$ cat config.mk
export PLATFORM = sky130hd
export DESIGN_NAME = sckt_cell
export DESIGN_NICKNAME = d
export VERILOG_FILES = /design/src/rtl/core/sorted_counted_key_table_core_defines.svh /design/src/rtl/core/sckt_pkg.sv /design/src/rtl/core/sckt_cell.sv
export SDC_FILE = /design/constraint.sdc
export NUM_CORES = 1
export LEC_CHECK = 0
export ABC_AREA = 1
export BUFFER_PORTS_ARGS = -buffer_cell sky130_fd_sc_hd__buf_2
export CORE_AREA = 2 2 125 127
export DETAILED_ROUTE_END_ITERATION = 7
export DIE_AREA = 0 0 127 129
export SLEW_MARGIN = 20
export SYNTH_ARGS = -nofsm -noshare
export SYNTH_HDL_FRONTEND = slang
export SYNTH_SLANG_ARGS = --single-unit
$ cat constraint.sdc
create_clock -name clk -period 2.8 [get_ports clk]
set_clock_uncertainty 0.15 [all_clocks]
set_input_delay 0.14 -clock clk [delete_from_list [all_inputs] [get_ports clk]]
set_output_delay 0.14 -clock clk [all_outputs]
set_load 0.02 [all_outputs]
$ cat src/rtl/core/sorted_counted_key_table_core_defines.svh
// Assertion macros for the sorted counted key table core
`ifndef SORTED_COUNTED_KEY_TABLE_CORE_DEFINES_SVH
`define SORTED_COUNTED_KEY_TABLE_CORE_DEFINES_SVH

// condition holds at every edge out of reset
`define SCKT_ASSERT_ALWAYS(label, cond, msg) \
    label: assert property (@(posedge clk) disable iff (!rst_n) (cond)) else $error(msg);

// consequent holds in the same cycle as the antecedent
`define SCKT_ASSERT_IMPL(label, ante, cons, msg) \
    label: assert property (@(posedge clk) disable iff (!rst_n) (ante) |-> (cons)) \
        else $error(msg);

// consequent holds in the cycle after the antecedent
`define SCKT_ASSERT_NEXT(label, ante, cons, msg) \
    label: assert property (@(posedge clk) disable iff (!rst_n) (ante) |=> (cons)) \
        else $error(msg);

`endif

$ cat src/rtl/core/sckt_pkg.sv
// Types and constants shared by the sorted counted key table core
`default_nettype none

package sckt_pkg;

    localparam int CAPACITY_DEF = 32;
    localparam int ACTION_W     = 2;
    localparam int KEY_W        = 31;
    localparam int CNT_W        = 16;
    localparam int STATUS_W     = 3;

    typedef enum logic [ACTION_W-1:0] {
        ACT_INSERT = 2'd0,
        ACT_REMOVE = 2'd1,
        ACT_LIST   = 2'd2,
        ACT_NONE   = 2'd3
    } action_t;

    typedef enum logic [STATUS_W-1:0] {
        ST_INSERTED = 3'd0,
        ST_DUP      = 3'd1,
        ST_FULL     = 3'd2,
        ST_DECR     = 3'd3,
        ST_DELETED  = 3'd4,
        ST_NOTFOUND = 3'd5,
        ST_ENTRY    = 3'd6,
        ST_EMPTY    = 3'd7
    } status_t;

    typedef enum logic [1:0] {
        S_IDLE,
        S_UPD,
        S_LIST
    } state_t;

    typedef enum logic [2:0] {
        CELL_HOLD,
        CELL_FROM_LEFT,
        CELL_FROM_RIGHT,
        CELL_LOAD_EXT,
        CELL_DECR
    } cell_cmd_t;

    typedef struct packed {
        cell_cmd_t cmd;
        logic      cmp_en;
        logic      in_range;
    } cell_ctrl_t;

    typedef struct packed {
        logic lt;
        logic eq;
    } cell_flags_t;

endpackage

`default_nettype wire

$ cat src/rtl/core/sckt_cell.sv
// One slot of the sorted key chain: key, count and compare flags
`default_nettype none

module sckt_cell
    import sckt_pkg::*;
(
    input  logic             clk,
    input  logic             rst_n,
    input  cell_ctrl_t       ctrl,
    input  logic [KEY_W-1:0] probe_key,
    input  logic [KEY_W-1:0] left_key,
    input  logic [CNT_W-1:0] left_cnt,
    input  logic [KEY_W-1:0] right_key,
    input  logic [CNT_W-1:0] right_cnt,
    input  logic [KEY_W-1:0] ext_key,
    input  logic [CNT_W-1:0] ext_cnt,
    output logic [KEY_W-1:0] key,
    output logic [CNT_W-1:0] cnt,
    output cell_flags_t      flags
);

    logic [KEY_W-1:0] key_reg, key_next;
    logic [CNT_W-1:0] cnt_reg, cnt_next;
    cell_flags_t      flags_reg;

    always_comb
    begin
        key_next = key_reg;
        cnt_next = cnt_reg;
        unique case (ctrl.cmd)
            CELL_HOLD:
            begin
            end
            CELL_FROM_LEFT:
            begin
                key_next = left_key;
                cnt_next = left_cnt;
            end
            CELL_FROM_RIGHT:
            begin
                key_next = right_key;
                cnt_next = right_cnt;
            end
            CELL_LOAD_EXT:
            begin
                key_next = ext_key;
                cnt_next = ext_cnt;
            end
            CELL_DECR:
            begin
                cnt_next = cnt_reg - CNT_W'(1);
            end
            default:
            begin
            end
        endcase
    end

    always_ff @(posedge clk)
    begin
        key_reg <= key_next;
        cnt_reg <= cnt_next;
    end

    // flags only mean something for occupied slots
    always_ff @(posedge clk or negedge rst_n)
    begin
        if (!rst_n)
        begin
            flags_reg <= '0;
        end
        else if (ctrl.cmp_en)
        begin
            flags_reg.lt <= ctrl.in_range && (key_reg < probe_key);
            flags_reg.eq <= ctrl.in_range && (key_reg == probe_key);
        end
    end

    assign key   = key_reg;
    assign cnt   = cnt_reg;
    assign flags = flags_reg;

endmodule

`default_nettype wire

==> impl.org <==
** Clock network
- For this design, the sink count on the clock tree is roughly 50.
- Clock tree synthesis inserted a total of 5 buffers.
- Post-CTS clock slew at the launch and capture registers of the worst setup and hold paths :: 70 ps
- The clock reaches the later pin of the worst-skew pair after 300 ps.
- The H-tree generated during clock tree synthesis spans 2 levels.
- Number of buffers on the longest clock path :: 2
- The tree is rooted in a sky130_fd_sc_hd__clkbuf_16.
- Clock tree from TritonCTS :: done

** Synth
- Cell area after synthesis :: 3690 um2
- The number of nets handed over by synthesis was 700.
- Post-synthesis average cell area :: between 7 and 8 um2
- Yosys printed 0 warnings.
- Area share of the largest cell type after synthesis :: 0.383
- The share of the Yosys chip area taken by registers is 0.396.
- Dominant cell type by area after synthesis :: sky130_fd_sc_hd__edfxtp_1
- Counting flops and latches in the post-synthesis netlist gives 49.
- Ranked by total cell area, the synthesized netlist is headed by sky130_fd_sc_hd__edfxtp_1, sky130_fd_sc_hd__nand2_1, sky130_fd_sc_hd__ha_1, sky130_fd_sc_hd__inv_1, sky130_fd_sc_hd__nand3_1.
- Synthesis instantiated 31 different standard cells from the library.
- In the synthesized netlist, the number of instances is a little under 500.

** Power
- The internal power of the cells totals 1.69 mW.
- Cell Pwr Density :: 402 nW/um2
- The worst-case IR drop observed on VDD is 0.206 mV.
- The share of total power dissipated in the clock network is 0.298.
- Sum of internal, switching and leakage power :: 2.45 mW
- Of the total power, registers draw 0.389.
- Net switching power :: 0.755 mW
- Of the total power, the share spent switching nets is 0.309.
- Combinational Power Share :: 0.313
- Static leakage :: 3.12 nW

** Worst setup path
- Cell type of the slowest stage on the worst timing path :: sky130_fd_sc_hd__dlygate4sd3_1
- Worst Setup End Kind :: register
- Reg2reg end :: cnt[12]$_DFFE_PP_
- Highest cell delay on the worst timing path :: 560 ps
- The number of cells on the worst reg-to-reg path is 10.
- The setup path with the least slack is of type register to register.
- The critical path goes through inv_1 > ha_1 > nand2_1 > inv_1 > nand2_1 > nor2_2 > nand2_1 > o21ai_0 > nand4_1 > dlygate4sd3_1.
- Data on the critical path arrives at its endpoint at 2400 ps.
- The worst setup path is launched from a register.
- Most used cell, CP :: sky130_fd_sc_hd__nand2_1
- CP Data Required Time :: 2700 ps
- In this run the worst path has a maximum fanout of 4.
- The setup check on the worst reg-to-reg path leaves a slack of 300 ps.
- In this run the critical register-to-register path is launched from cnt[0]$_DFFE_PP_.

** Timing
- Setup repair after global routing left no endpoint under its margin.
- For this run, the top clock speed supported by timing is between 300 and 400 MHz.
- Final slew viol count :: 0
- Total of endpoints with negative setup slack in the final report :: 0
- At the pin with the least slew margin, the transition time is 752 ps.
- TNS Setup :: 0 ps
- Slew margin rel. :: 0.498
- The count of final hold-check violations was 0.
- Final worst hold slack :: 11.2 ps
- Final min period :: around 2500 ps
- Tcrit/Tclk final :: 0.894

** Global routing
- Vias in the first global route :: 4,280
- Final global-route overflow total :: 0
- For this run, the total global-route usage over all layers was measured as 0.160.
- The initial antenna violation count came to 0.
- Largest net degree at the start of global routing :: 33
- First-pass GRT wire length :: 20,500 um

** Routing
- For this block, the via count after detailed routing is ~4,400.
- For this run, the detailed router's first-pass iteration total came to 4.
- After detailed routing, the total wire length is 13,200 um.
- In the routed design, unresolved DRC markers number 0.
- Routed vias/inst :: 4.41
- Number of DRC markers in iteration 0 :: 162
- Wire per inst :: about 13 um
- Antenna viol nets, final :: 0

** Status
- Result of the run :: finished, final reports clean

** Layout
- Finished layout cell area :: roughly 6000 um2
- Once layout is complete, the utilization of the core stands at 0.406.
- Commonest cells after routing, fill and taps aside :: sky130_fd_sc_hd__buf_2, sky130_fd_sc_hd__nand2_1, sky130_fd_sc_hd__dlygate4sd3_1, sky130_fd_sc_hd__inv_1, sky130_fd_sc_hd__edfxtp_1
- Nets :: 1,013
- Growth of design area from synthesis to finish :: 64.8%
- Counting the fill cells in the layout gives 1,547.
- Largest register FFs :: 31
- Leaving out fill and tap cells, the most frequent cell in the layout is sky130_fd_sc_hd__buf_2.
- 0 antenna diodes ended up in the layout.
- In the final layout, the share of cells above drive strength 1 is 0.315.

** Floorplanning
- Standard-cell row count :: 45
- Chip height :: around 130 um
- The floorplan step defined a core boundary enclosing 15,000 um2.
- The die is 127 um wide.
- Die ar. :: roughly 16,000 um2
- Pin placement for this block handled ~230 I/O pins.
- The initial utilization of the core area, before any placement, comes to 0.246.

** Min path
- The startpoint identified for the worst hold timing path is right_cnt[3].
- The path with the worst hold slack has its endpoint at cnt[3]$_DFFE_PP_.
- Along the worst hold path, the cell count comes to 3.
- Worst hold-check path type :: input pin to register

** Flow run
- Max-cap violations in this run came to 0.

** Placed design
- During placement, the flow inserted port buffers numbering 227.
- Placer Congestion :: 0.771
- The HPWL after detailed placement is 10,200 um.
- After detailed placement, the total cell area comes to 5020 um2.
routing by layer:
metal,GRT usage,vias up,share of wire
li1,-,2233,-
met1,0.178,1908,0.41
met2,0.296,209,0.49
met3,0.0437,20,0.081
met4,0.0504,0,0.019
met5,0,-,0
logic make-up (layout without fill, tap and decap cells):
family / after synthesis / in the layout / synth area share
buffers and inverters: 79 / 393 / 0.0936
xor gates and xnor gates: 2 / 2 / 0.00475
and+or+nand+nor: 293 / 293 / 0.339
adders and majority gates: 32 / 32 / 0.109
DFF: 49 / 49 / 0.396
AOI/OAI and AO/OA: 34 / 34 / 0.0576
cell usage after synthesis:
cell,instances
sky130_fd_sc_hd__nand2_2,1
sky130_fd_sc_hd__nand4_1,15
sky130_fd_sc_hd__inv_1,62
sky130_fd_sc_hd__nor4_1,2
sky130_fd_sc_hd__nand3_1,40
sky130_fd_sc_hd__and3_1,2
sky130_fd_sc_hd__a21o_1,1
sky130_fd_sc_hd__nand3_2,1
sky130_fd_sc_hd__a31o_2,1
sky130_fd_sc_hd__clkbuf_1,3
sky130_fd_sc_hd__nor2_2,3
sky130_fd_sc_hd__nor2_1,22
sky130_fd_sc_hd__edfxtp_1,47
sky130_fd_sc_hd__ha_1,32
sky130_fd_sc_hd__a22oi_1,10
sky130_fd_sc_hd__o21ai_0,5
sky130_fd_sc_hd__buf_6,3
sky130_fd_sc_hd__a21oi_1,14
sky130_fd_sc_hd__nor2_4,3
sky130_fd_sc_hd__nand2_1,197
sky130_fd_sc_hd__dfrtp_1,2
sky130_fd_sc_hd__or2_2,1
sky130_fd_sc_hd__o2111ai_1,2
sky130_fd_sc_hd__nand3b_1,2
sky130_fd_sc_hd__and2_1,1
sky130_fd_sc_hd__nor3_1,3
sky130_fd_sc_hd__inv_2,2
sky130_fd_sc_hd__xor2_1,2
sky130_fd_sc_hd__buf_2,3
sky130_fd_sc_hd__o311ai_0,1
sky130_fd_sc_hd__buf_4,6
area by class of cell:
type                            instances  area (um2)  area share
Clock buffer                            5         125      0.0206
Clock inverter                          3        46.3     0.00761
Multi-Input combinational cell        361        1900       0.312
Inverter                               64         240      0.0395
Sequential cell                        49        1460       0.240
Tap cell                              188         235      0.0387
Timing Repair Buffer                  321        2080       0.342
what timing repair did:
action,in CTS,in global routing
gates resized for setup,0,0
setup buffers,0,0
hold buffers,89,0
hold endpoints to repair,50,0
endpoints found under the setup margin,0,0
worst max-delay path, delay by kind of cell, from the launching register on:
kind                     cells  cell delay [ps]
buffers and inverters        3              770
AND/OR/NAND/NOR              5              540
flip-flops                   1              430
AO/OA/AOI/OAI                1              190
adder cells (fa/ha/maj)      1              160
worst max path at each step:
stage                     start                end  slack, ps  cells after the start
3_3_place_gp            ctrl[2]  cnt[13]$_DFFE_PP_        610                      7
6_report       cnt[0]$_DFFE_PP_  cnt[12]$_DFFE_PP_        300                     10
4_1_cts        cnt[0]$_DFFE_PP_  cnt[12]$_DFFE_PP_        290                     10
2_1_floorplan           ctrl[2]   key[0]$_DFFE_PP_        720                      2
5_1_grt        cnt[0]$_DFFE_PP_  cnt[12]$_DFFE_PP_         90                     10
3_5_place_dp            ctrl[2]  cnt[13]$_DFFE_PP_        590                      7
power by group through the flow:
stage,Combinational (mW),Clock [mW],Sequential (mW)
6_report,0.764,0.729,0.952
5_1_grt,0.855,0.781,0.962
4_1_cts,0.766,0.762,0.954
3_5_place_dp,0.637,0,0.971
3_3_place_gp,0.636,0,0.968
2_1_floorplan,0.274,0,1.04
stage by stage:
| step | instances | setup WS (ps) |
|---|---|---|
| final | 991 | 298 |
| after global routing | 991 | 93.1 |
| after CTS | 991 | 293 |
| after detailed placement | 894 | 594 |
| after global placement | 894 | 609 |
| after floorplan | 489 | 719 |
Note: power is estimated with default switching activity, not from simulation.
